==> src/rtl/msd_pkg.sv <==
// Shared widths, step counts and pipeline stage records for the
// mean / standard deviation block. No dependencies.
package msd_pkg;

    localparam int unsigned DATA_W     = 64;
    localparam int unsigned DEV_W      = 32;
    localparam int unsigned HALF_W     = 32;
    localparam int unsigned WIDE_W     = 128;
    localparam int unsigned DIV_STEPS  = 64;
    localparam int unsigned ROOT_STEPS = 32;
    localparam int unsigned MNUM_W     = 69;
    localparam int unsigned MDEN_W     = 65;
    localparam int unsigned VNUM_W     = 136;
    localparam int unsigned VDEN_W     = 129;

    typedef struct packed {
        logic              valid;
        logic              zero;
        logic              m_ovf;
        logic [MDEN_W-1:0] m_rem;
        logic [MDEN_W-1:0] m_den;
        logic [DATA_W-1:0] m_lo;
        logic [DATA_W-1:0] m_quo;
        logic              v_neg;
        logic              v_ovf;
        logic [VDEN_W-1:0] v_rem;
        logic [VDEN_W-1:0] v_den;
        logic [DATA_W-1:0] v_lo;
        logic [DATA_W-1:0] v_quo;
    } div_stage_t;

    typedef struct packed {
        logic              valid;
        logic              dev_zero;
        logic              dev_sat;
        logic [DATA_W-1:0] mean;
        logic [DATA_W-1:0] rad;
        logic [DATA_W-1:0] res;
        logic [DATA_W-1:0] one;
    } root_stage_t;

endpackage

==> src/rtl/msd_div_cell.sv <==
// One quotient bit of both restoring dividers (mean and variance).
// Depends on msd_pkg.
module msd_div_cell (
    input  logic                clk,
    input  logic                rst_n,
    input  logic                en,
    input  msd_pkg::div_stage_t din,
    output msd_pkg::div_stage_t dout
);
    logic [msd_pkg::MDEN_W:0] m_try;
    logic [msd_pkg::VDEN_W:0] v_try;
    logic                     m_fit, v_fit;
    msd_pkg::div_stage_t      stage_reg, stage_next;

    always_comb
    begin
        m_try = {din.m_rem, din.m_lo[msd_pkg::DATA_W-1]};
        v_try = {din.v_rem, din.v_lo[msd_pkg::DATA_W-1]};
        m_fit = m_try >= {1'b0, din.m_den};
        v_fit = v_try >= {1'b0, din.v_den};
        stage_next = din;
        stage_next.m_rem = m_fit ? msd_pkg::MDEN_W'(m_try - {1'b0, din.m_den})
                                 : m_try[msd_pkg::MDEN_W-1:0];
        stage_next.v_rem = v_fit ? msd_pkg::VDEN_W'(v_try - {1'b0, din.v_den})
                                 : v_try[msd_pkg::VDEN_W-1:0];
        stage_next.m_lo  = din.m_lo << 1;
        stage_next.v_lo  = din.v_lo << 1;
        stage_next.m_quo = {din.m_quo[msd_pkg::DATA_W-2:0], m_fit};
        stage_next.v_quo = {din.v_quo[msd_pkg::DATA_W-2:0], v_fit};
    end

    always_ff @(posedge clk or negedge rst_n)
    begin
        if (!rst_n)
            stage_reg.valid <= 1'b0;
        else if (en)
            stage_reg <= stage_next;
    end

    assign dout = stage_reg;

endmodule

==> config.mk <==
export PLATFORM = sky130hd
export DESIGN_NAME = msd_div_cell
export DESIGN_NICKNAME = d
export VERILOG_FILES = /design/src/rtl/msd_pkg.sv /design/src/rtl/msd_div_cell.sv
export SDC_FILE = /design/constraint.sdc
export NUM_CORES = 1
export LEC_CHECK = 0
export BUFFER_PORTS_ARGS = -buffer_cell sky130_fd_sc_hd__buf_2
export CORE_AREA = 2 2 505 507
export DETAILED_ROUTE_END_ITERATION = 8
export DIE_AREA = 0 0 507 509
export HOLD_SLACK_MARGIN = 0.12
export PLACE_DENSITY = 0.32
export SYNTH_ARGS = -nofsm -noshare
export SYNTH_HDL_FRONTEND = slang
export SYNTH_SLANG_ARGS = --single-unit
==> constraint.sdc <==
create_clock -name clk -period 0.8 [get_ports clk]
set_input_delay 0.2 -clock clk [delete_from_list [all_inputs] [get_ports clk]]
set_output_delay 0.2 -clock clk [all_outputs]
set_load 0.01 [all_outputs]
==> summary.txt, run 1 <==
Route
  • Pre-antenna DRT Iters: 6
  • Via density: 3.89
  • Antenna-violating nets left: 0
  • WL final: 238000 um
  • DRT iter0 DRCs: 1958
  • DRC Markers: 0
  • DR WL/cell: 24.0 um
  • Detailed-route via count: 38614

Finish
  • # nets final: 7299
  • Max reg flops: 647
  • P&R area growth vs syn: 106%
  • Share of cells above drive strength 1: 51.2%

Floorplan
  • Effective utilization at floorplan: 13.7%
  • Number of core rows: 185
  • I/O pins: 1301
  • Die ar.: 258000 um2
  • CORE AREA: 253000 um2
  • DIE WIDTH: 507 um
  • Die height: 509 um

Placement
  • DP Worst Slack: -3.45 ns
  • RD Place Congestion: 0.827
  • Port buffer count: 1296
  • HPWL after detailed placement: 191000 um

Timing
  • Fmax: 0.320 GHz
  • Setup Skew: 0 ns
  • Setup violators final: 1611
  • Pins over their slew limit: 0
  • Worst Slack Setup Final: -2.32 ns
  • Final hold slack: -0.354 ns
  • RSZ-0062 raised after global routing: yes
  • Fin. Hold Viols: 25
  • Period utilization: 390%
  • Tmin final: 3.12 ns
  • Relative slew margins: 47.8%
  • Worst slew pin tran: 0.774 ns

Clock tree
  • H-tree depth: 3
  • Worst-path clk slew: 0.06 ns
  • CTS root buffer: clkbuf_16
  • CTS Buf Count: 92
  • Total clock sinks: 647
  • CTS tree: yes
  • CTS Buffer Depth: 3
  • Worst skew pair latency: 0.74 ns

Synth
  • Post-Syn Area: 34700 um2
  • Post-synthesis cell count: 3164
  • Mean Syn Cell Area: 11.0 um2
  • Post-synthesis sequential area ratio: 55.9%
  • Synth Warn #: 0
  • Async S/R FF share, synth: 0.155%
  • #FFs+latches synth: 647
  • Post-synth cell types: 95
  • Ys flop type: edfxtp_1
  • Number of enable flip-flop cells after synthesis: 646

Global routing
  • First-pass GRT wire length: 319000 um
  • GRT overflow: 0
  • Number of global-route vias before repair: 40227
  • GRT Overall Usage: 17.5%
  • Initial antenna violation count: 105
  • Largest net degree at the start of global routing: 37

Min path
  • HP Class: input port to flop

Job
  • Total of max-cap violations: 0

Power
  • Total power: 128 mW
  • Pleak: 30.7 nW
  • Pwr dens: 1790 nW/um2
  • Worst vdd ir: 0.00164 V

Critical path
  • Worst Setup Start Kind: input port
  • CP required: 1.29 ns
  • Worst EP arrival: 3.61 ns
  • Flop2flop setup slack: 0.06 ns
  • Largest fanout on the critical path: 8
  • Setup CP Type: input port to flop
  • CP Capture Type: flop

Outcome
  • Failing checks: negative hold slack, negative setup slack
  • Status: complete, but fails checks
[per-stage QoR]
step	util (%)	setup TNS, ns	hold WS, ns	area, um2	instances
after floorplan	-	-3219.78	-0.0956	35700	3165
after global placement	21.7	-990.00	0.0777	54900	8864
after detailed placement	21.7	-996.44	0.0878	54900	8864
after CTS	27.6	-1094.41	-0.485	69600	9846
after global routing	28.3	-1160.51	-0.427	71500	9908
final	28.3	-1119.89	-0.354	71600	9921
[power by group]
part | leakage (nW) | internal [mW] | switching [mW]
sequential | 6.08 | 40.9 | 1.19
combinational | 23.1 | 21.3 | 21.5
clock | 1.49 | 24.4 | 18.9
total | 30.7 | 86.6 | 41.6
[layer usage]
metal  wire (um)  share of wire [%]  GRT usage [%]  vias up
met5         348               0.15              0        -
met4        7120                3.0           4.59       54
met3       12800                5.4           3.89      323
met2      125000                 53           33.0     1179
met1       92300                 39           19.7    18742
li1            -                  -              -    18316
[cell usage in the layout, fill, tap and decap left out, drive strengths merged, types with 109 or more instances in the layout]
cell type / n
a21oi: 370
buf: 2568
dlygate4sd3: 747
edfxtp: 646
ha: 194
inv: 271
nand2: 280
nor2: 229
o21ai: 225
xnor2: 109
[cells in the mapped netlist, drive strengths merged, types with 6 or more instances]
cell / instances / area, um2
edfxtp: 646 / 19400
a21oi: 370 / 1880
nand2: 280 / 1050
inv: 265 / 995
nor2: 229 / 860
o21ai: 225 / 1130
ha: 194 / 2430
xnor2: 109 / 955
a21o: 89 / 668
clkbuf: 84 / 325
nand4: 82 / 543
xor2: 66 / 578
o21bai: 60 / 450
buf: 45 / 265
nor3: 37 / 195
o21a: 30 / 225
and3: 26 / 163
nand3: 26 / 130
a31oi: 23 / 144
and2: 20 / 125
nand2b: 18 / 113
o31ai: 17 / 133
a21boi: 16 / 124
nor2b: 15 / 93.8
nor4: 15 / 106
and4: 14 / 123
a211oi: 13 / 97.6
o211ai: 13 / 103
o221ai: 9 / 78.8
a211o: 8 / 70.1
a221o: 8 / 80.1
mux2: 8 / 93.8
or3: 8 / 55.1
a31o: 7 / 61.3
a2111oi: 6 / 103
a221oi: 6 / 52.6
o41ai: 6 / 86.3
or2: 6 / 37.5
[area by class of cell]
| class | count | area, um2 |
|---|---|---|
| inverter | 265 | 1060 |
| timing repair inverter | 1 | 8.76 |
| fill | 27031 | 181000 |
| tap | 3366 | 4210 |
| clock buffer | 103 | 2340 |
| timing repair buffer | 3320 | 26200 |
| clock inverter | 69 | 783 |
| antenna | 26 | 65.1 |
| multi-input combinational | 2124 | 17400 |
| sequential | 647 | 19400 |
[logic make-up after synthesis]
kind of cell    after synthesis  share of synthesized area (%)
mux                           8                          0.270
xor+xnor                    175                           4.41
other cells                   1                         0.0108
buf+inv                     394                           4.56
simple gates                791                           10.7
fa+ha+maj                   196                           7.10
compound gates              952                           17.0
flops                       647                           55.9
[timing repair]
item | 4_1_cts | 5_1_grt
cloned | 27 | 6
resized for setup | 757 | 340
endpoints found under the hold margin | 676 | 96
pin swaps | 101 | 115
setup buffers | 73 | 30
endpoints found under the setup margin | 843 | 1606
hold buffers | 714 | 34
[critical path, stage by stage]
cell and delay (ns):
buf_2 0.10, dlygate4sd3_1 0.60, ha_1 0.31, nand4_1 0.15, nor2_1 0.16, or4b_2 0.70, nor3_2 0.14, a311o_1 0.19
a211o_1 0.22, a21oi_4 0.06, buf_12 0.14, buf_16 0.13, buf_12 0.13, buf_12 0.12, buf_12 0.13, nand2_1 0.07
o21ai_2 0.06
[final timing paths]
check | start | to | cells past startpoint
setup / recovery | din[643] | dout[613] | 17
setup reg to reg | dout[648] | dout[648] | 1
max in group asynchronous | rst_n | dout[648] | 4
min in group asynchronous | rst_n | dout[648] | 4
hold / removal | din[516] | dout[516] | 1
hold reg to reg | dout[648] | dout[648] | 1
No activity file was read; power rests on OpenSTA's default activity.
==> run 2: changes to the inputs <==
--- a/config.mk
+++ b/config.mk
@@ -8,4 +8,5 @@
 export BUFFER_PORTS_ARGS = -buffer_cell sky130_fd_sc_hd__buf_2
 export CORE_AREA = 2 2 505 507
+export CTS_CLUSTER_SIZE = 14
 export DETAILED_ROUTE_END_ITERATION = 8
 export DIE_AREA = 0 0 507 509
==> constraint.sdc (replaced) <==
create_clock -name clk -period 0.8 [get_ports clk]
set_input_delay 0.08 -clock clk [delete_from_list [all_inputs] [get_ports clk]]
set_output_delay 0.08 -clock clk [all_outputs]
set_load 0.01 [all_outputs]
==> run 2 against run 1 <==
The flow still finishes with violations (negative hold slack, negative setup slack). Final cell count rose by 1.8%. Utilization rose by 0.74 points. Critical path depth rose by 1. Combinational power rose by 3%. Routed wire length rose by 0.50%. Global-route usage barely moved. Power fell by 0.73%. Maximum frequency rose by 5.8%. Setup slack improved by 0.17 ns. Die area did not move. First-iteration DRC count rose by 6.1%. Critical path type unchanged. Critical endpoint is now dout[372]. Largest cell class unchanged.
==> summary.txt, run 2 (synthesis results as in run 1) <==
Clock tree
  • CTS Buffer Depth: 3 (unchanged)
  • Total clock sinks: 647 (unchanged)
  • H-tree depth: 3 (unchanged)
  • CTS tree: yes
  • Worst-path clk slew: 0.06 ns (about the same)
  • CTS Buf Count: 87 (-5.4%)
  • Worst skew pair latency: 0.73 ns (about the same)
  • CTS root buffer: clkbuf_16

Power
  • Total power: 127 mW (-0.73%)
  • Pleak: 31.3 nW (+2.1%)
  • Worst vdd ir: 0.00148 V (-9.9%)
  • Pwr dens: 1730 nW/um2 (-3.2%)

Timing
  • Tmin final: 2.95 ns (-0.170 ns)
  • Relative slew margins: 58.2% (+10 points)
  • Worst slew pin tran: 0.618 ns (-0.155 ns)
  • Fin. Hold Viols: 64 (+160%)
  • Final hold slack: -0.461 ns (-0.107 ns)
  • Setup violators final: 1737 (+7.8%)
  • Pins over their slew limit: 0 (unchanged)
  • Fmax: 0.339 GHz (+5.8%)
  • Period utilization: 369% (-21 points)
  • Worst Slack Setup Final: -2.15 ns (+0.170 ns)
  • Setup Skew: 0 ns (unchanged)
  • RSZ-0062 raised after global routing: yes

Job
  • Total of max-cap violations: 0 (unchanged)

Finish
  • Multi-input gate area: 17600 um2 (+1.3%)
  • Register area: 19400 um2 (unchanged)
  • # nets final: 7492 (+2.6%)
  • Most common cell after layout, fill and taps aside: buf_4
  • Most frequent cells in the layout: buf_4, buf_2, dlygate4sd3_1, edfxtp_1, inv_1
  • Max reg flops: 647 (unchanged)
  • Filler cell count: 26902 (-0.48%)
  • Share of cells above drive strength 1: 50.1% (-1.1 points)
  • P&R area growth vs syn: 111%
  • Cell area after layout: 73400 um2 (+2.6%)

Route
  • Via density: 3.89 (-0.15%)
  • DRT iter0 DRCs: 2077 (+6.1%)
  • Pre-antenna DRT Iters: 5 (-1)
  • WL met2: 125000 um (+0.25%)
  • Met1 WL: 93100 um (+0.84%)
  • Routed wl met3: 12300 um (-3.7%)
  • Top Metal Used: met5
  • DRC Markers: 0 (unchanged)
  • WL final: 239000 um (+0.50%)
  • DR WL/cell: 23.6 um (-1.3%)
  • Detailed-route via count: 39265 (+1.7%)
  • Antenna-violating nets left: 0 (unchanged)

Floorplan
  • I/O pins: 1301 (unchanged)
  • Die height: 509 um (unchanged)
  • Die ar.: 258000 um2 (unchanged)
  • Number of core rows: 185 (unchanged)
  • CORE AREA: 253000 um2 (unchanged)
  • Effective utilization at floorplan: 13.7% (unchanged)
  • DIE WIDTH: 507 um (unchanged)

Critical path
  • CP required: 1.38 ns (+0.09 ns)
  • Slowest-stage cell, CP: dlygate4sd3_1
  • Flop2flop setup slack: 0.05 ns (about the same)
  • Worst EP arrival: 3.54 ns (-0.07 ns)
  • Reg-to-reg critical path startpoint: dout[648]
  • Worst Setup SP: din[381]
  • Largest fanout on the critical path: 6 (-2)
  • Buf+Inv Stages, Crit Path: 6 (-1)
  • Crit path to: dout[372]
  • Crit-path leading delay family: simple AND/OR/NAND/NOR gates
  • CP Capture Type: flop
  • Critical Path Max Stage Delay: 0.56 ns (-0.14 ns)
  • Crit path depth: 18 (+1)
  • Setup CP Type: input port to flop
  • Cell mode on critical path: nand4_1
  • Reg2reg end: dout[648]
  • Worst Setup Start Kind: input port
  • CP cell instances: buf_2 > dlygate4sd3_1 > ha_1 > nand4_1 > nor3_1 > nand4_1 > buf_6 > nor4_4 > o21ai_2 > o211ai_2 > or3_4 > o21ai_4 > inv_8 > buf_16 > buf_12 > and3_1 > mux2_4 > nor3_4
  • Worst r2r path cells: 1 (unchanged)

Global routing
  • GRT Overall Usage: 17.5% (-0.034 points)
  • GRT overflow: 0 (unchanged)
  • Largest net degree at the start of global routing: 35 (-5.4%)
  • Number of global-route vias before repair: 40877 (+1.6%)
  • First-pass GRT wire length: 319000 um (about the same)
  • Initial antenna violation count: 100 (-4.8%)

Min path
  • HP Class: input port to flop

Placement
  • HPWL after detailed placement: 191000 um (-0.11%)
  • RD Place Congestion: 0.828 (about the same)
  • Port buffer count: 1296 (unchanged)
  • Placed Instance Area: 54900 um2 (-0.12%)

Outcome
  • Status: complete, but fails checks
  • Failing checks: negative hold slack, negative setup slack
## run 2: cell types whose count changed in the layout (fill, tap and decap cells not counted), moves of 6 or more
cell | before | now
clkinv_2 | 15 | 8
o21ai_1 | 34 | 27
nor2_2 | 18 | 10
ha_2 | 8 | 14
o21ai_4 | 10 | 20
nand2_1 | 226 | 239
ha_1 | 132 | 121
buf_4 | 1135 | 1160
dlygate4sd3_1 | 747 | 927
nand2_4 | 22 | 9
## run 2: timing repair
action / CTS / global route
setup buffers: 69 / 45
cloned: 25 / 6
pin swaps: 112 / 105
gates resized for setup: 614 / 567
endpoints found under the hold margin: 721 / 167
hold buffers: 830 / 98
setup endpoints to repair: 843 / 1603
## run 2: how the worst min path moves through the flow
stage	slack, ns	start	cells after the start	end
after CTS	-0.58	din[157]	1	dout[157]
after detailed placement	-0.04	rst_n	2	dout[648]
after global placement	-0.04	rst_n	2	dout[648]
after floorplan	-0.22	rst_n	0	dout[648]
after global routing	-0.52	din[224]	1	dout[224]
final	-0.46	din[224]	1	dout[224]
## run 2: stage by stage
step / std cells / setup TNS [ns] / worst slack [ns] / util, % / hold WS (ns)
after floorplan: 3165 / -3118.74 / -4.19 / - / -0.216
after global placement: 8875 / -950.87 / -3.66 / 21.7 / -0.0403
after detailed placement: 8875 / -953.40 / -3.64 / 21.7 / -0.0432
after CTS: 9948 / -927.59 / -2.10 / 27.7 / -0.577
after global routing: 10092 / -990.81 / -2.22 / 29.0 / -0.521
final: 10103 / -942.73 / -2.15 / 29.0 / -0.461
## run 2: cell type report
| type | instances | share of cell area [%] |
|---|---|---|
| multi-input combinational | 2124 | 24.0 |
| timing repair buffer | 3519 | 38.3 |
| clock inverter | 61 | 0.900 |
| clock buffer | 98 | 3.05 |
| sequential | 647 | 26.5 |
| inverter | 265 | 1.45 |
| antenna | 23 | 0.0784 |
| tap | 3366 | 5.74 |
## run 2: routing by layer
metal	up-vias	GRT usage, %
met5	-	0
met4	48	5.39
met3	297	3.68
met2	1127	33.1
met1	19130	19.4
li1	18663	-
## run 2: report_power, final
part / switching [mW] / internal (mW) / leakage (nW) / total (mW)
registers: 1.21 / 40.9 / 6.08 / 42.1
clock network: 18.1 / 23.2 / 1.38 / 41.3
logic: 21.7 / 22.1 / 23.9 / 43.8
total: 41.0 / 86.3 / 31.3 / 127
