$ cat config.mk
export PLATFORM = sky130hd
export DESIGN_NAME = msd_root_cell
export DESIGN_NICKNAME = d
export VERILOG_FILES = /design/src/rtl/msd_pkg.sv /design/src/rtl/msd_root_cell.sv
export SDC_FILE = /design/constraint.sdc
export NUM_CORES = 1
export LEC_CHECK = 0
export BUFFER_PORTS_ARGS = -buffer_cell sky130_fd_sc_hd__clkbuf_2
export CAP_MARGIN = 15
export CORE_AREA = 3 3 203 205
export DETAILED_ROUTE_END_ITERATION = 10
export DIE_AREA = 0 0 206 208
export PLACE_DENSITY = 0.87
export REMOVE_ABC_BUFFERS = 1
export SETUP_SLACK_MARGIN = 0.1
export SKIP_CTS_REPAIR_TIMING = 1
export SYNTH_ARGS = -nofsm -noshare
export SYNTH_HDL_FRONTEND = slang
export SYNTH_SLANG_ARGS = --single-unit
export TNS_END_PERCENT = 10
$ cat constraint.sdc
create_clock -name clk -period 0.84 [get_ports clk]
set_input_delay 0.126 -clock clk [delete_from_list [all_inputs] [get_ports clk]]
set_output_delay 0.126 -clock clk [all_outputs]
set_load 0.03 [all_outputs]
$ cat src/rtl/msd_pkg.sv
// Shared widths, step counts and pipeline stage records for the
// mean / standard deviation block. No dependencies.
package msd_pkg;

    localparam int unsigned DATA_W     = 64;
    localparam int unsigned DEV_W      = 32;
    localparam int unsigned HALF_W     = 32;
    localparam int unsigned WIDE_W     = 128;
    localparam int unsigned DIV_STEPS  = 64;
    localparam int unsigned ROOT_STEPS = 32;
    localparam int unsigned MNUM_W     = 69;
    localparam int unsigned MDEN_W     = 65;
    localparam int unsigned VNUM_W     = 136;
    localparam int unsigned VDEN_W     = 129;

    typedef struct packed {
        logic              valid;
        logic              zero;
        logic              m_ovf;
        logic [MDEN_W-1:0] m_rem;
        logic [MDEN_W-1:0] m_den;
        logic [DATA_W-1:0] m_lo;
        logic [DATA_W-1:0] m_quo;
        logic              v_neg;
        logic              v_ovf;
        logic [VDEN_W-1:0] v_rem;
        logic [VDEN_W-1:0] v_den;
        logic [DATA_W-1:0] v_lo;
        logic [DATA_W-1:0] v_quo;
    } div_stage_t;

    typedef struct packed {
        logic              valid;
        logic              dev_zero;
        logic              dev_sat;
        logic [DATA_W-1:0] mean;
        logic [DATA_W-1:0] rad;
        logic [DATA_W-1:0] res;
        logic [DATA_W-1:0] one;
    } root_stage_t;

endpackage

$ cat src/rtl/msd_root_cell.sv
// One step of the bit-by-bit integer square root.
// Depends on msd_pkg.
module msd_root_cell (
    input  logic                 clk,
    input  logic                 rst_n,
    input  logic                 en,
    input  msd_pkg::root_stage_t din,
    output msd_pkg::root_stage_t dout
);
    logic [msd_pkg::DATA_W-1:0] trial;
    logic                       fit;
    msd_pkg::root_stage_t       stage_reg, stage_next;

    always_comb
    begin
        trial = din.res + din.one;
        fit   = din.rad >= trial;
        stage_next     = din;
        stage_next.rad = fit ? din.rad - trial : din.rad;
        stage_next.res = fit ? (din.res >> 1) + din.one : din.res >> 1;
        stage_next.one = din.one >> 2;
    end

    always_ff @(posedge clk or negedge rst_n)
    begin
        if (!rst_n)
            stage_reg.valid <= 1'b0;
        else if (en)
            stage_reg <= stage_next;
    end

    assign dout = stage_reg;

endmodule

==> key figures, run 1 <==
Yosys
  – Post-synth EDFFs: roughly 260
  – Sequential area share after synthesis: 0.376
  – Yosys reg bits: approximately 260
  – Count of mapped cells out of synthesis: ~2,300
  – Post-synth cell types: about 90
  – Yosys synthesis warning count: 0
  – Async set-or-reset flop fraction in the synthesized netlist: 0.00389
  – Mapped Area: ~20,000 um^2
  – Mapped Avg Cell Area: ~9 um^2
  – Synth Flop Type: edfxtp_1

Floorplanning
  – IO Count: ~520
  – Die extent in y: approximately 210 um
  – Row count: 73
  – DIE WIDTH: just over 200 um
  – Initial Util: 0.518

STA
  – Critical endpoint after global-route timing repair: dout[141]$_DFFE_PP_/D
  – Worst EP Category: register data pin

Run status
  – Last stage: global routing
  – Error: [ERROR GRT-0232] Routing congestion too high. Check the congestion heatmap in the GUI.
  – Status: did not finish

Clocking
  – Clk buf depth: 3
  – Total CTS buffers: 29
  – CTS root buf: clkbuf_16
  – H-tree levels: 1
  – Total clock sinks: about 260

GRT
  – Largest net degree at the start of global routing: just over 40
  – GRT Util Overall: 0.814
  – Gr ovfl total: 445

Placed design
  – Cells after DPL: roughly 4,100
  – RD Place Congestion: 1.12
  – Port buffer count: around 520
  – HPWL Detailed: between 70 and 80 mm
  – Pre-CTS WS: -4.66 ns
-- through the flow --
step	setup TNS, ns	util	cell area, um^2
CTS	-627.60	0.777	30800
detailed placement	-633.40	0.754	29900
global placement	-604.79	0.754	29900
floorplan	-2245.86	-	20000
-- routing by layer --
layer,GRT overflow,track usage
met5,4,0.500
met3,29,0.746
met1,14,0.805
met4,179,0.784
met2,219,0.920
-- Yosys cell counts, drive strengths merged (5+ instances only) --
| cell type | n | share of area |
|---|---|---|
| nor4 | 8 | 0.0024 |
| nor3 | 35 | 0.0085 |
| inv | 73 | 0.013 |
| nand2b | 25 | 0.0076 |
| o21ai | 245 | 0.060 |
| or3 | 13 | 0.0040 |
| nor2 | 118 | 0.022 |
| o31a | 5 | 0.0022 |
| a211oi | 14 | 0.0054 |
| buf | 36 | 0.011 |
| ha | 190 | 0.12 |
| a31oi | 23 | 0.0073 |
| a21oi | 251 | 0.062 |
| and2 | 11 | 0.0035 |
| or4 | 5 | 0.0020 |
| nand3 | 44 | 0.011 |
| o31ai | 28 | 0.010 |
| o41ai | 6 | 0.0026 |
| edfxtp | 256 | 0.37 |
| xor2 | 65 | 0.028 |
| and3 | 13 | 0.0040 |
| a21o | 92 | 0.034 |
| or2 | 7 | 0.0021 |
| nor2b | 17 | 0.0052 |
| nand2 | 295 | 0.054 |
| a21boi | 7 | 0.0026 |
| o211ai | 7 | 0.0026 |
| o211a | 5 | 0.0028 |
| a221oi | 6 | 0.0026 |
| o21bai | 46 | 0.017 |
| mux2i | 6 | 0.0029 |
| clkbuf | 67 | 0.012 |
| and4 | 6 | 0.0026 |
| mux2 | 8 | 0.0044 |
| nand4 | 56 | 0.017 |
| o21a | 23 | 0.0084 |
| xnor2 | 104 | 0.044 |
| a41oi | 6 | 0.0029 |
-- cells by family after synthesis --
| logic type | count (synthesis) | share of synthesized area |
|---|---|---|
| xor gates and xnor gates | 169 | 0.0721 |
| and+or+nand+nor | 661 | 0.148 |
| other | 1 | 0.000183 |
| DFF | 257 | 0.376 |
| AOI/OAI and AO/OA | 803 | 0.240 |
| muxes | 14 | 0.00732 |
| adders and majority gates | 193 | 0.119 |
| buffers and inverters | 176 | 0.0369 |
==> inputs of run 2 (changes only) <==
--- a/config.mk
+++ b/config.mk
@@ -7,12 +7,11 @@
 export LEC_CHECK = 0
 export BUFFER_PORTS_ARGS = -buffer_cell sky130_fd_sc_hd__clkbuf_2
 export CAP_MARGIN = 15
-export CORE_AREA = 3 3 203 205
+export CORE_MARGIN = 3
+export CORE_UTILIZATION = 40
 export DETAILED_ROUTE_END_ITERATION = 10
-export DIE_AREA = 0 0 206 208
-export PLACE_DENSITY = 0.87
+export PLACE_DENSITY_LB_ADDON = 0.15
 export REMOVE_ABC_BUFFERS = 1
-export SETUP_SLACK_MARGIN = 0.1
 export SKIP_CTS_REPAIR_TIMING = 1
 export SYNTH_ARGS = -nofsm -noshare
 export SYNTH_HDL_FRONTEND = slang
==> run 2 against run 1 <==
The flow now finishes, with violations (negative hold slack, negative setup slack). Synthesized cell count unchanged. Area after synthesis unchanged.
==> key figures, run 2 <==
Clocking
  – Total clock sinks: around 260
  – CTS clock-pin slew for the worst setup and hold paths: 0.06 ns
  – CTS root buf: clkbuf_16
  – Total CTS buffers: 30
  – TritonCTS clock tree: done
  – Clock latency on the worst-skew pair: 0.59 ns
  – Clk buf depth: 3
  – H-tree levels: 1

Yosys
  – Synth Flop Type: edfxtp_1
  – Synth area leader: edfxtp_1
  – Mapped Avg Cell Area: between 9 and 10 um^2
  – Post-synth cell types: 89
  – Post-synth top cells: 295 x nand2_1, 256 x edfxtp_1, 248 x a21oi_1
  – Top post-synthesis cells by area: edfxtp_1 37%, ha_1 12%, a21oi_1 6.0%
  – Count of mapped cells out of synthesis: around 2,300
  – Yosys synthesis warning count: 0
  – Sequential area share after synthesis: 0.376
  – Most numerous cell in the Yosys netlist: nand2_1
  – Synth top area share: 0.375
  – Mapped Area: between 20,000 and 25,000 um^2
  – Async set-or-reset flop fraction in the synthesized netlist: 0.00389
  – Yosys reg bits: ~260
  – Post-synth EDFFs: around 260

Floorplanning
  – DIE WIDTH: between 200 and 250 um
  – Row count: 82
  – Initial Util: 0.407
  – Die area: roughly 54,000 um^2
  – Core Box Area: 50,400 um^2
  – Die extent in y: 232 um
  – IO Count: between 500 and 600

GRT
  – Vias in the first global route: 22,600
  – GRT Util Overall: 0.291
  – Largest net degree at the start of global routing: 45
  – Gr ovfl total: 0
  – Initial antenna violation count: 3
  – Global-route wire length before repair: roughly 120 mm

STA
  – Final Max Slew Viols: 0
  – Fin crit share: 5.49
  – Tightest Pin Transition: 1.06 ns
  – Final Setup Violations: between 300 and 400
  – Worst Setup Slack, final: -3.78 ns
  – Final min period: approximately 4.6 ns
  – Final Skew: 0 ns
  – Max transition margin: 0.291
  – WHS: -0.0263 ns
  – F_max: roughly 220 MHz
  – RSZ-0062 raised after global routing: yes
  – Final Hold Vio Count: 2

Min path
  – Launch point of the worst hold path: din[69]
  – Hold depth: 4
  – Hold Crit Class: in -> reg
  – End of the worst hold path: dout[68]$_DFFE_PP_

Worst setup path
  – Crit. End Element: flop
  – Worst path required time: ~1.2 ns
  – Worst setup SP type: input port
  – Worst-path maximum fanout: 5
  – Setup CP Type: in -> reg
  – CP most frequent cell: buf_4
  – Arr. time, crit path: roughly 5.0 ns
  – Flop2flop setup slack: 0.07 ns
  – R2r endpoint: dout[258]$_DFFE_PN0P_
  – R2R Path Start: dout[258]$_DFFE_PN0P_
  – Slowest-stage cell, CP: a311o_2
  – CP peak stage delay: roughly 0.44 ns
  – Worst Reg2Reg Path Length in Cells: 1

Drt
  – Total wire length: 90.1 mm
  – DRC: 0
  – Vias: 24,400
  – First DRT Iteration DRCs: between 1,000 and 1,500
  – Post-route antenna net violation count: 0
  – WL per Instance: between 15 and 20 um
  – Pre-antenna DRT Iters: 5
  – Via density: roughly 5.3

Layout
  – Share of cells above drive strength 1: 0.426
  – Area growth syn-to-layout: 71.2%
  – Most common cell after layout, fill and taps aside: buf_4
  – Reg area: 7710 um^2
  – Final nets: 4,363
  – Final core occ: 0.697
  – Area taken by multi-input logic gates: around 13,000 um^2
  – Commonest non-fill, non-tap cells in the layout: 915 x buf_4, 277 x nand2_1, 266 x clkbuf_2
  – Fill cells: approximately 4,100
  – Max reg flops: around 260

Run
  – Max-Cap Viols: 0

Power
  – Tot Pwr: between 0.06 and 0.07 W
  – Worst vdd ir: 1.71 mV
  – PD cells: about 2000 nW/um^2
  – Leak: approximately 17 nW

Run status
  – Status: finished, violations left
  – Violated checks: negative hold slack, negative setup slack

Placed design
  – HPWL Detailed: 70.5 mm
  – RD Place Congestion: between 1 and 1.5
  – Port buffer count: just over 500
## run 2: cell counts after synthesis
Identical to the previous run, type by type.
## run 2: cell type report
class | instances | area share
clock buffer | 42 | 0.0235
multi-input combinational | 1843 | 0.362
inverter | 73 | 0.00780
sequential | 257 | 0.220
antenna | 3 | 0.000214
tap | 672 | 0.0239
timing repair buffer | 1703 | 0.358
clock inverter | 14 | 0.00420
## run 2: cell families after synthesis
kind of cell,Yosys count,share of synthesized area
compound gates,803,0.240
flops,257,0.376
mux,14,0.00732
simple gates,661,0.148
xor+xnor,169,0.0721
other cells,1,0.000183
buf+inv,176,0.0369
fa+ha+maj,193,0.119
## run 2: worst max-delay path: cells and delay by family
family                     cells  cell delay (ns)
adders and majority gates      3             0.74
buffers and inverters          7             0.89
AOI/OAI and AO/OA              7             1.64
xor gates and xnor gates       1             0.17
and+or+nand+nor                6             1.08
muxes                          1             0.30
## run 2: worst max-delay path by stage
stage,from,endpoint,slack [ns],depth (start not counted)
CTS,din[65],dout[184]$_DFFE_PP_,-4.14,25
global route,din[0],dout[79]$_DFFE_PP_,-3.96,28
detailed placement,din[65],dout[111]$_DFFE_PP_,-4.74,26
finish,din[0],dout[141]$_DFFE_PP_,-3.78,25
floorplan,din[7],dout[129]$_DFFE_PP_,-6.22,20
global placement,din[0],dout[190]$_DFFE_PP_,-4.67,25
## run 2: metal layers
layer	global-route usage	vias to the layer above	share of wire
met5	0	-	0.00014
met4	0.0847	2	0.035
met3	0.0359	173	0.059
met2	0.525	847	0.50
met1	0.364	11600	0.40
li1	-	11800	-
## run 2: per-stage QoR
step	hold WS (ns)	area [um^2]	std cells	setup TNS, ns	setup slack (ns)
floorplan	-0.170	20000	2172	-2245.86	-6.22
global route	-0.00955	35100	4605	-617.94	-3.96
finish	-0.0263	35100	4607	-585.42	-3.78
detailed placement	0.0119	30500	4279	-656.00	-4.74
global placement	0.00833	30500	4279	-643.85	-4.67
CTS	-0.623	31500	4335	-638.60	-4.14
## run 2: report_power, final
group          switching [W]  total [W]  internal, W
clock                0.00572     0.0132      0.00749
sequential          0.000523     0.0169       0.0164
combinational         0.0207     0.0393       0.0186
total                 0.0269     0.0694       0.0425
No activity file was read; power rests on OpenSTA's default activity.
==> inputs of run 3 (changes only) <==
==> constraint.sdc (replaced) <==
create_clock -name clk -period 0.84 [get_ports clk]
set_input_delay 0.126 -clock clk [delete_from_list [all_inputs] [get_ports clk]]
set_output_delay 0.126 -clock clk [all_outputs]
set_load 0.02 [all_outputs]
==> run 3 against run 2 <==
The run still ends with negative hold slack, negative setup slack left. Register-to-register slack hardly changed. Total power fell by 1.5%. Clock skew is the same. Combinational power fell by 3%. Die area unchanged. Cell area rose by 0.12%. Clock-buffer cell count is the same. Fmax rose by 0.20%. Setup slack better by 0.0094 ns. First-iteration DRC count up 0.70%. Critical path type unchanged. Critical endpoint unchanged. Largest cell class unchanged. Largest power group unchanged.
==> key figures, run 3 (synthesis gave the netlist of run 2 again) <==
STA
  – Max transition margin: 0.282
  – Worst Setup Slack, final: -3.77 ns
  – Tightest Pin Transition: 1.07 ns
  – Final Hold Vio Count: 2
  – Final min period: 4.61 ns
  – F_max: roughly 220 MHz
  – Fin crit share: 5.48
  – RSZ-0062 raised after global routing: yes
  – Final Setup Violations: approximately 390
  – Final Skew: 0 ns
  – WHS: -0.0189 ns
  – Final Max Slew Viols: 0

GRT
  – Largest net degree at the start of global routing: 45
  – Vias in the first global route: 22,600
  – Initial antenna violation count: 3
  – Gr ovfl total: 0
  – Global-route wire length before repair: between 100 and 150 mm
  – GRT Util Overall: 0.291

Worst setup path
  – Worst-path maximum fanout: 5
  – Delay-heaviest family, CP: compound AO/OA/AOI/OAI gates
  – Flop2flop setup slack: roughly 0.060 ns
  – Worst setup SP type: input port
  – Buffers plus inverters on the worst setup path: 7
  – CP most frequent cell: buf_4
  – CP peak stage delay: about 0.44 ns
  – Worst path required time: ~1.2 ns
  – Worst Reg2Reg Path Length in Cells: 1
  – R2r endpoint: dout[258]$_DFFE_PN0P_
  – Slowest-stage cell, CP: a311o_2
  – R2R Path Start: dout[258]$_DFFE_PN0P_
  – Setup CP Type: in -> reg
  – Arr. time, crit path: between 4 and 5 ns
  – Crit. End Element: flop

Floorplanning
  – Die area: 54,000 um^2
  – IO Count: between 500 and 600
  – DIE WIDTH: around 230 um
  – Core Box Area: a little over 50,000 um^2
  – Initial Util: 0.407
  – Die extent in y: approximately 230 um
  – Row count: 82

Placed design
  – Cells after DPL: ~4,300
  – HPWL Detailed: 70.5 mm
  – Port buffer count: between 500 and 600
  – RD Place Congestion: between 1 and 1.5
  – Pre-CTS WS: -4.74 ns

Drt
  – Post-route antenna net violation count: 0
  – First DRT Iteration DRCs: 1,440
  – WL per Instance: 19.6 um
  – Total wire length: ~90 mm
  – Pre-antenna DRT Iters: 5
  – Vias: between 20,000 and 25,000
  – DRC: 0
  – Via density: 5.31

Layout
  – Area growth syn-to-layout: 71.4%
  – Final core occ: 0.698
  – Most common cell after layout, fill and taps aside: buf_4
  – Final cell count without fillers: about 4,600
  – Share of cells above drive strength 1: 0.426
  – Commonest non-fill, non-tap cells in the layout: 915 x buf_4, 277 x nand2_1, 273 x clkbuf_2
  – Final nets: 4,363
  – Max reg flops: roughly 260

Run status
  – Violated checks: negative hold slack, negative setup slack
  – Status: finished, violations left

Min path
  – Hold Crit Class: in -> reg
  – End of the worst hold path: dout[68]$_DFFE_PP_
  – Launch point of the worst hold path: din[69]
  – Hold depth: 4

Clocking
  – TritonCTS clock tree: done
  – H-tree levels: 1
  – Clk buf depth: 3
  – Total CTS buffers: 30
  – CTS clock-pin slew for the worst setup and hold paths: ~0.060 ns
  – CTS root buf: clkbuf_16
  – Total clock sinks: between 200 and 300
  – Clock latency on the worst-skew pair: 0.59 ns

Power
  – Worst vdd ir: ~1.7 mV
  – Leak: ~17 nW
  – PD cells: 1950 nW/um^2
  – Tot Pwr: around 0.07 W

Run
  – Max-Cap Viols: 0
==> run 3: cell count changes in the layout (fill, tap and decap cells not counted) <==
cell      change
clkbuf_2      +7
buf_2        -13
clkbuf_4      -1
buf_6         +7
==> run 3: layout make-up <==
class / count / area [um^2]
Antenna cell: 3 / 7.51
Clock buffer: 42 / 826
Clock inverter: 14 / 148
Fill cell: 4050 / 15200
Inverter: 73 / 274
Multi-Input combinational cell: 1843 / 12700
Sequential cell: 257 / 7710
Tap cell: 672 / 841
Timing Repair Buffer: 1703 / 12600
==> run 3: per-layer routing <==
| metal | track usage | wire (um) |
|---|---|---|
| met2 | 0.525 | 45500 |
| met1 | 0.364 | 36500 |
| met5 | 0 | 13 |
| met3 | 0.0359 | 5090 |
| met4 | 0.0847 | 3030 |
==> run 3: worst max-delay path by stage <==
stage	cells after the start	from	to
after global routing	28	din[0]	dout[79]$_DFFE_PP_
after detailed placement	26	din[65]	dout[111]$_DFFE_PP_
after CTS	25	din[65]	dout[184]$_DFFE_PP_
after floorplan	20	din[7]	dout[129]$_DFFE_PP_
after global placement	25	din[0]	dout[190]$_DFFE_PP_
final	25	din[0]	dout[141]$_DFFE_PP_
==> run 3: stage by stage <==
step	setup TNS, ns	cell area (um^2)
floorplan	-2245.82	20000
global placement	-643.82	30500
detailed placement	-655.99	30500
CTS	-631.51	31500
global route	-612.81	35200
finish	-579.46	35200
==> run 3: power by group <==
part,switching (W),internal (W),total [W]
clock,0.00573,0.00749,0.0132
sequential,0.000531,0.0164,0.0169
combinational,0.0196,0.0187,0.0383
